==> src/design/spd_pkg.sv <==
package spd_pkg;

   // Framing characters.
   localparam logic [7:0] SyncFirst  = 8'h4B;  // 'K'
   localparam logic [7:0] SyncSecond = 8'h53;  // 'S'
   localparam logic [7:0] Terminator = 8'h0D;  // carriage return

   // Bytes held back while hunting; the incoming byte completes the header.
   localparam int unsigned HistDepth = 6;

   // Fields decoded from a complete header.
   typedef struct packed {
      logic        hit;
      logic [3:0]  frame_type;
      logic [7:0]  param_first;
      logic [7:0]  param_second;
      logic [11:0] length;
   } header_type;

endpackage

==> src/design/spd_header_match.sv <==
module spd_header_match (
   input  logic [7:0]        hist [spd_pkg::HistDepth],
   input  logic [7:0]        rx_byte,
   output spd_pkg::header_type header
);

   logic [7:0] check_sum;

   // Checksum covers the length low byte, the length/type byte and the two parameter bytes.
   assign check_sum = hist[2] + hist[3] + hist[4] + hist[5];

   // Sync pattern and checksum must both agree.
   always_comb begin
      header.hit          = (hist[0] == spd_pkg::SyncFirst) &&
                            (hist[1] == spd_pkg::SyncSecond) &&
                            (check_sum == rx_byte);
      header.frame_type   = hist[3][3:0];
      header.param_first  = hist[4];
      header.param_second = hist[5];
      header.length       = {hist[3][7:4], hist[2]};
   end

endmodule

==> src/design/serial_packet_deframer_top.sv <==
// Serial packet deframer.
// Requests carry one received byte each on req_rx_byte (req_valid/req_ready).
// While hunting, the block watches for a seven-byte header: 'K', 'S', length
// low byte, length high nibble with type nibble, two parameter bytes and an
// 8-bit checksum of the middle four. Header bytes produce no response.
// Each following payload byte produces one response with rsp_result_kind 0,
// and the byte after the payload produces an end response (kind 1) whose
// rsp_frame_good reports the carriage-return check; csr_we/csr_wdata[0] turns
// that check off. After the end the block hunts again from an empty history.
// A response is registered and appears in the cycle after its request is
// accepted, and one request can be accepted every cycle.
// The single output register sets the rate: req_ready is low only while a
// response is held and rsp_ready is low, so a stalled receiver stalls the
// sender with no loss. Reset (synchronous) empties the output register,
// clears the history and enables the terminator check.
module serial_packet_deframer_top (
   input  logic        clock,
   input  logic        reset,
   input  logic        req_valid,
   output logic        req_ready,
   input  logic [7:0]  req_rx_byte,
   output logic        rsp_valid,
   input  logic        rsp_ready,
   output logic        rsp_result_kind,
   output logic [7:0]  rsp_data_byte,
   output logic [3:0]  rsp_frame_type,
   output logic [7:0]  rsp_param_first,
   output logic [7:0]  rsp_param_second,
   output logic [11:0] rsp_payload_length,
   output logic        rsp_frame_good,
   input  logic        csr_we,
   input  logic [7:0]  csr_wdata
);

   localparam logic [1:0] PhHunt    = 2'd0;
   localparam logic [1:0] PhPayload = 2'd1;
   localparam logic [1:0] PhTerm    = 2'd2;

   logic              req_take;
   logic              req_term_ff;
   logic [1:0]        phase_ff, phase_in;
   logic [11:0]       left_ff, left_in;
   logic [7:0]        hist_ff [spd_pkg::HistDepth];
   logic [3:0]        type_ff;
   logic [7:0]        pfirst_ff, psecond_ff;
   logic [11:0]       len_ff;
   spd_pkg::header_type header;

   logic              rsp_valid_ff;
   logic              kind_ff, good_ff;
   logic [7:0]        data_ff;
   logic [3:0]        otype_ff;
   logic [7:0]        opfirst_ff, opsecond_ff;
   logic [11:0]       olen_ff;

   assign req_ready = !rsp_valid_ff || rsp_ready;
   assign req_take  = req_valid && req_ready;

   spd_header_match u_match (
      .hist    (hist_ff),
      .rx_byte (req_rx_byte),
      .header  (header)
   );

   // Terminator check enable.
   always_ff @(posedge clock) begin
      if (reset) begin
         req_term_ff <= 1'b1;
      end else if (csr_we) begin
         req_term_ff <= csr_wdata[0];
      end
   end

   // Next phase and remaining payload count.
   always_comb begin
      phase_in = phase_ff;
      left_in  = left_ff;
      unique case (phase_ff)
         PhPayload: begin
            left_in = left_ff - 12'd1;
            if (left_ff == 12'd1) begin
               phase_in = PhTerm;
            end
         end
         PhTerm: begin
            phase_in = PhHunt;
            left_in  = '0;
         end
         default: begin
            phase_in = PhHunt;
            if (header.hit) begin
               left_in  = header.length;
               phase_in = (header.length == 12'd0) ? PhTerm : PhPayload;
            end
         end
      endcase
   end

   // Frame state, updated once per accepted request.
   always_ff @(posedge clock) begin
      if (reset) begin
         phase_ff   <= PhHunt;
         left_ff    <= '0;
         type_ff    <= '0;
         pfirst_ff  <= '0;
         psecond_ff <= '0;
         len_ff     <= '0;
         for (int i = 0; i < spd_pkg::HistDepth; i++) begin
            hist_ff[i] <= '0;
         end
      end else if (req_take) begin
         phase_ff <= phase_in;
         left_ff  <= left_in;
         if (phase_ff == PhTerm) begin
            for (int i = 0; i < spd_pkg::HistDepth; i++) begin
               hist_ff[i] <= '0;
            end
         end else if (phase_ff != PhPayload) begin
            for (int i = 0; i < spd_pkg::HistDepth - 1; i++) begin
               hist_ff[i] <= hist_ff[i+1];
            end
            hist_ff[spd_pkg::HistDepth-1] <= req_rx_byte;
            if (header.hit) begin
               type_ff    <= header.frame_type;
               pfirst_ff  <= header.param_first;
               psecond_ff <= header.param_second;
               len_ff     <= header.length;
            end
         end
      end
   end

   // Response valid: set by payload and terminator requests, cleared when taken.
   always_ff @(posedge clock) begin
      if (reset) begin
         rsp_valid_ff <= 1'b0;
      end else if (req_take) begin
         rsp_valid_ff <= (phase_ff == PhPayload) || (phase_ff == PhTerm);
      end else if (rsp_ready) begin
         rsp_valid_ff <= 1'b0;
      end
   end

   // Response payload.
   always_ff @(posedge clock) begin
      if (req_take) begin
         kind_ff     <= (phase_ff == PhTerm);
         data_ff     <= (phase_ff == PhPayload) ? req_rx_byte : 8'd0;
         good_ff     <= (phase_ff == PhTerm) &&
                        (!req_term_ff || req_rx_byte == spd_pkg::Terminator);
         otype_ff    <= type_ff;
         opfirst_ff  <= pfirst_ff;
         opsecond_ff <= psecond_ff;
         olen_ff     <= len_ff;
      end
   end

   assign rsp_valid          = rsp_valid_ff;
   assign rsp_result_kind    = kind_ff;
   assign rsp_data_byte      = data_ff;
   assign rsp_frame_type     = otype_ff;
   assign rsp_param_first    = opfirst_ff;
   assign rsp_param_second   = opsecond_ff;
   assign rsp_payload_length = olen_ff;
   assign rsp_frame_good     = good_ff;

endmodule
==> config.mk <==
export PLATFORM = sky130hd
export DESIGN_NAME = serial_packet_deframer_top
export DESIGN_NICKNAME = d
export VERILOG_FILES = /design/src/design/spd_pkg.sv /design/src/design/spd_header_match.sv /design/src/design/serial_packet_deframer_top.sv
export SDC_FILE = /design/constraint.sdc
export NUM_CORES = 1
export LEC_CHECK = 0
export BUFFER_PORTS_ARGS = -buffer_cell sky130_fd_sc_hd__clkbuf_2
export CORE_MARGIN = 5
export CORE_UTILIZATION = 30
export DETAILED_ROUTE_END_ITERATION = 10
export PLACE_DENSITY = 0.42
export SLEW_MARGIN = 20
export SYNTH_ARGS = -nofsm -noshare
export SYNTH_HDL_FRONTEND = slang
export SYNTH_HIERARCHICAL = 1
export SYNTH_SLANG_ARGS = --single-unit
==> constraint.sdc <==
create_clock -name clock -period 8 [get_ports clock]
set_clock_uncertainty 0.05 [all_clocks]
set_input_delay 1.6 -clock clock [delete_from_list [all_inputs] [get_ports clock]]
set_output_delay 1.6 -clock clock [all_outputs]
set_load 0.005 [all_outputs]
Word level (Yosys, flattened, before mapping)
Cells that the tools add are included.
{"block": "word_totals", "register_bits": 138, "latchBits": 0, "ramBits": 0, "mem_bits_ro": 0, "input_bits": 21, "output_inout_bits": 44, "word_cells": 62, "n_memories": 0}
{"block": "op_classes", "addsub": 4, "n_mul": 0, "div": 0, "magnitude_cmp": 0, "n_eq_ne": 9, "shifts": 0, "muxes": 10, "bitwise": 1, "reduce_logical": 17}
{"op": "$mux 48", "n": 2}
{"op": "$add 8x8->8", "n": 3}
{"op": "$pmux 12 s2", "n": 1}
{"op": "$eq 8x7->1 const B", "n": 2}
{"op": "$eq 12x1->1 const B", "n": 1}
{"op": "$logic_not 12->1", "n": 1}
{"op": "$mux 12", "n": 1}
{"op": "$sub 12x1->12 const B", "n": 1}
{"op": "$eq 8x4->1 const B", "n": 1}
{"op": "$eq 8x8->1", "n": 1}
{"op": "$mux 2", "n": 3}
{"op": "$reduce_and 2->1", "n": 3}
{"op": "$logic_and 1x1->1", "n": 4}
{"op": "$pmux 2 s2", "n": 1}
{"op": "$reduce_and 4->1", "n": 1}
{"op": "$reduce_bool 2->1", "n": 2}
{"op": "$logic_or 1x1->1", "n": 3}
{"op": "$reduce_bool 3->1", "n": 1}
{"op": "$eq 2x1->1 const B", "n": 1}
{"op": "$eq 2x2->1 const B", "n": 1}
{"op": "$logic_not 1->1", "n": 2}
{"op": "$mux 1", "n": 2}
{"op": "$ne 2x1->1 const B", "n": 1}
{"op": "$ne 2x2->1 const B", "n": 1}
{"op": "$not 1->1", "n": 1}

Depth between registers and ports, before layout
{"block": "depth", "ltp_word": 7, "depth_mapped": 17, "mapped_depth_nobuf": 15}

By module
Netlist, hierarchy kept.
{"mod": "serial_packet_deframer_top", "n_inst": 1, "cells_each": 547, "area_each_um2": 5322.6, "seq_area_each_um2": 3183.1}
{"mod": "spd_header_match", "n_inst": 1, "cells_each": 103, "area_each_um2": 954.7, "seq_area_each_um2": 0.0}

Worst setup path after synthesis
OpenSTA, ideal clock, no wires.
{"block": "synth_path", "kind": "reg-to-reg", "start": "register hist_ff[1] (netlist bit)", "end": "register len_ff[0]", "setup_time_ns": 0.070, "arrival_ns": 4.067, "t_required_ns": 7.880, "path_slack_ns": 3.812, "stages_incl_launch_ff": 17, "n_path_buf": 2, "period_less_slack_ns": 4.188, "cell_sequence": "dfxtp_1 -> fa_1 -> inv_1 -> fa_1 -> inv_1 -> ha_1 -> fa_1 -> xnor2_2 -> nand4_1 -> or3_1 -> nor4_2 -> nor2b_1 -> and4_1 -> clkbuf_1 -> clkbuf_1 -> nand2_1 -> a21oi_1"}
{"item": "from (decl)", "line": "serial_packet_deframer_top.sv:43", "text": "logic [7:0] hist_ff [spd_pkg::HistDepth];"}
{"item": "from (signal, indexed assignment)", "line": "serial_packet_deframer_top.sv:120", "text": "hist_ff[i] <= hist_ff[i+1];"}
{"item": "from (signal, indexed assignment)", "line": "serial_packet_deframer_top.sv:122", "text": "hist_ff[spd_pkg::HistDepth-1] <= req_rx_byte;"}
{"item": "to (signal assigned)", "line": "serial_packet_deframer_top.sv:127", "text": "len_ff <= header.length;"}
{"item": "to (decl)", "line": "serial_packet_deframer_top.sv:46", "text": "logic [11:0] len_ff;"}

==> summary.md <==
| Metric | Value |
|---|---|
| Critical path endpoint category | `flip-flop` |
| Ranking of synthesized cells by area | `dfxtp_1 31%, edfxtp_1 20%, nand2_1 7.5%` |
| Leakage Power | `0.002542 uW` |
| Wirelength per Cell | `15.69 um` |
| Dpl ws | `2.756 ns` |
| Largest net degree at the start of global routing | `100` |
| Worst path required time | `8.31 ns` |
| Slew Limit Fails | `0` |
| Hold crit path type | `reg -> reg` |
| Clock buffer count from CTS | `17` |
| DRT Pass-1 Iters | `5` |
| Arr. time, crit path | `5.53 ns` |
| VDD IR max | `0.1361 mV` |
| Clock slew seen by the registers of the worst setup and hold paths | `0.07 ns` |
| Critical path's slowest cell | `and4_1` |
| Detailed Place HPWL | `9817 um` |
| Clock latency on the worst-skew pair | `0.43 ns` |
| GPL Wtd Cong | `0.7492` |
| Final Non-Filler Cells | `948` |
| Core footprint | `0.02082 mm2` |
| DRC | `0` |
| Crit start category | `flip-flop` |
| Asr flop ratio synth | `0%` |
| Cell taking the most area after synthesis | `dfxtp_1` |
| Most common cell after layout, fill and taps aside | `nand2_1` |
| Root buffer cell | `clkbuf_16` |
| TritonCTS Sinks | `138` |
| Total congestion overflow | `0` |
| Full die area | `0.02392 mm2` |
| Post-synth top area share | `30.62%` |
| Largest stage delay, worst path | `0.77 ns` |
| Slew HR | `44.50%` |
| Initial Util | `30.15%` |
| Setup TNS | `0 ns` |
| Area of the mapped netlist | `0.006277 mm2` |
| Most frequent CP cell | `fa_1` |
| Commonest non-fill, non-tap cells in the layout | `126 x nand2_1, 96 x dfxtp_1, 93 x a21oi_1` |
| Crit path kind | `reg -> reg` |
| Max-Cap Viols | `0` |
| #FFs+latches synth | `138` |
| Fraction of layout cells with a size suffix above 1 | `15.75%` |
| Total track usage | `12.79%` |
| Critical-path maximum fanout | `24` |
| I/O pin cnt | `65` |
| Critical Path, Cell by Cell | `fa_1 -> inv_1 -> fa_1 -> inv_1 -> ha_1 -> fa_1 -> xnor2_2 -> nand4_1 -> or3_1 -> nor4_2 -> nor2b_1 -> and4_1 -> buf_4 -> nand2_1 -> a21oi_1` |
| Max clock buf depth | `2` |
| CTS tree | `built` |
| Synthesized area per cell | `9.657 um2` |
| Diodes inserted | `0` |
| Die span in x | `154.7 um` |
| Total Wirelength | `14870 um` |
| Outcome | `completed` |
| Vias per std cell | `4.744` |
| Mapped Cells | `650` |
| Post-CTS sizing | `0` |
| Final worst-path cycle share | `65.33%` |
| Yosys Warn Count | `6` |
| Endpoints failing setup | `0` |
| F_max | `191.3 MHz` |
| CTS HTree Levels | `4` |
| Number of nets still failing antenna checks after routing | `0` |
| Number of enable flip-flop cells after synthesis | `42` |
| Final count of hold timing violations | `0` |
| Layout area overhead | `14.37%` |
| Placed Cells | `915` |
| Actual slew at the worst max-slew pin | `0.8325 ns` |
| Vias in the first global route | `4503` |
| Hold slack | `0.3797 ns` |
| Sequential element share of the synthesized area | `50.71%` |
| First-pass GRT wire length | `24220 um` |
| Post-layout min period | `5.226 ns` |
| # rows | `53` |
| Initial detailed-routing violation count | `302` |
| Port buffer count | `57` |
| Post-CTS Setup Bufs | `0` |
| Synth cell types | `56` |
| Worst setup margin | `2.774 ns` |
| Initial antenna violation count | `0` |
| Vias | `4497` |
| RSZ-0062 raised after global routing | `false` |
| Cell Area, Placed | `0.006568 mm2` |
| Layout Nets | `706` |
| Ys flop type | `dfxtp_1` |
| Hold buffer count at CTS | `0` |
| Mapped Nets | `696` |
| Finished Cell Area | `0.007179 mm2` |
| Die height | `154.7 um` |
| PwrDens | `226.6 mW/mm2` |
-- path summary, 6_finish.rpt --
| check | start | slack (ns) | depth (start not counted) | endpoint |
|---|---|---|---|---|
| hold reg to reg | psecond_ff[6] | 0.38 | 0 | rsp_param_second[6] |
| setup reg to reg | hist_ff[1] | 2.77 | 15 | psecond_ff[0] |
| hold / removal | psecond_ff[6] | 0.38 | 0 | rsp_param_second[6] |
| setup / recovery | hist_ff[1] | 2.77 | 15 | psecond_ff[0] |
-- state kept, by name, indices dropped and copies added, names as in the netlist --
register and flops:
hist_ff 48, left_ff 12, len_ff 12, rsp_payload_length 12
pfirst_ff 8, psecond_ff 8, rsp_data_byte 8, rsp_param_first 8
rsp_param_second 8, rsp_frame_type 4, type_ff 4, phase_ff 2
req_term_ff 1, rsp_frame_good 1, rsp_result_kind 1, rsp_valid 1
-- per-layer routing --
metal | part of all wire [%] | global-route usage, % | vias up
li1 | - | - | 2237
met1 | 45 | 15.59 | 2183
met2 | 51 | 22.23 | 66
met3 | 3.1 | 2.966 | 11
met4 | 1.0 | 4.331 | 0
met5 | 0 | 0 | -
-- cell usage after synthesis, types with 5 or more instances --
master	number
nor4_1	7
buf_4	32
a21oi_1	93
clkbuf_1	39
nor2_1	12
and2_1	8
nor2b_1	5
edfxtp_1	42
xnor2_1	14
fa_1	14
nor3_1	9
nand3b_1	48
dfxtp_1	96
ha_1	11
inv_1	21
o21ai_0	8
a211oi_1	6
nand2_1	126
-- through the flow --
step / utilization [%] / power, uW
2_1_floorplan: - / 836.0
3_3_place_gp: 31.54 / 867.1
3_5_place_dp: 31.54 / 868.6
4_1_cts: 34.35 / 1649
5_1_grt: 34.48 / 1693
6_report: 34.48 / 1627
-- layout make-up --
cell class / count / area (um2)
timing repair buffer: 65 / 365.4
multi-input combinational: 417 / 2624
clock buffer: 17 / 425.4
sequential: 138 / 3183
fill: 2179 / 13640
clock inverter: 15 / 158.9
inverter: 21 / 78.83
tap: 275 / 344.1
-- worst max-delay path, delay by kind of cell, from the launching register on --
family	cells	cell delay, ns
flip-flops	1	0.35
AO/OA/AOI/OAI	1	0.14
adder cells (fa/ha/maj)	4	1.87
XOR/XNOR	1	0.12
buffers and inverters	3	0.39
AND/OR/NAND/NOR	6	2.23
-- logic make-up (layout without fill, tap and decap cells) --
| group | Yosys count | after routing | share of synthesized area [%] |
|---|---|---|---|
| xor gates and xnor gates | 18 | 18 | 2.751 |
| AOI/OAI and AO/OA | 132 | 132 | 12.16 |
| buffers and inverters | 95 | 118 | 7.734 |
| DFF | 138 | 138 | 50.71 |
| and+or+nand+nor | 242 | 242 | 19.99 |
| adders and majority gates | 25 | 25 | 6.657 |
-- where the power goes --
part	total (uW)	internal (uW)	switching (uW)
logic	107	42.6	64.2
clock network	774	440	334
registers	746	735	11.2
total	1630	1220	409
Power figures use the tool's default switching activity.
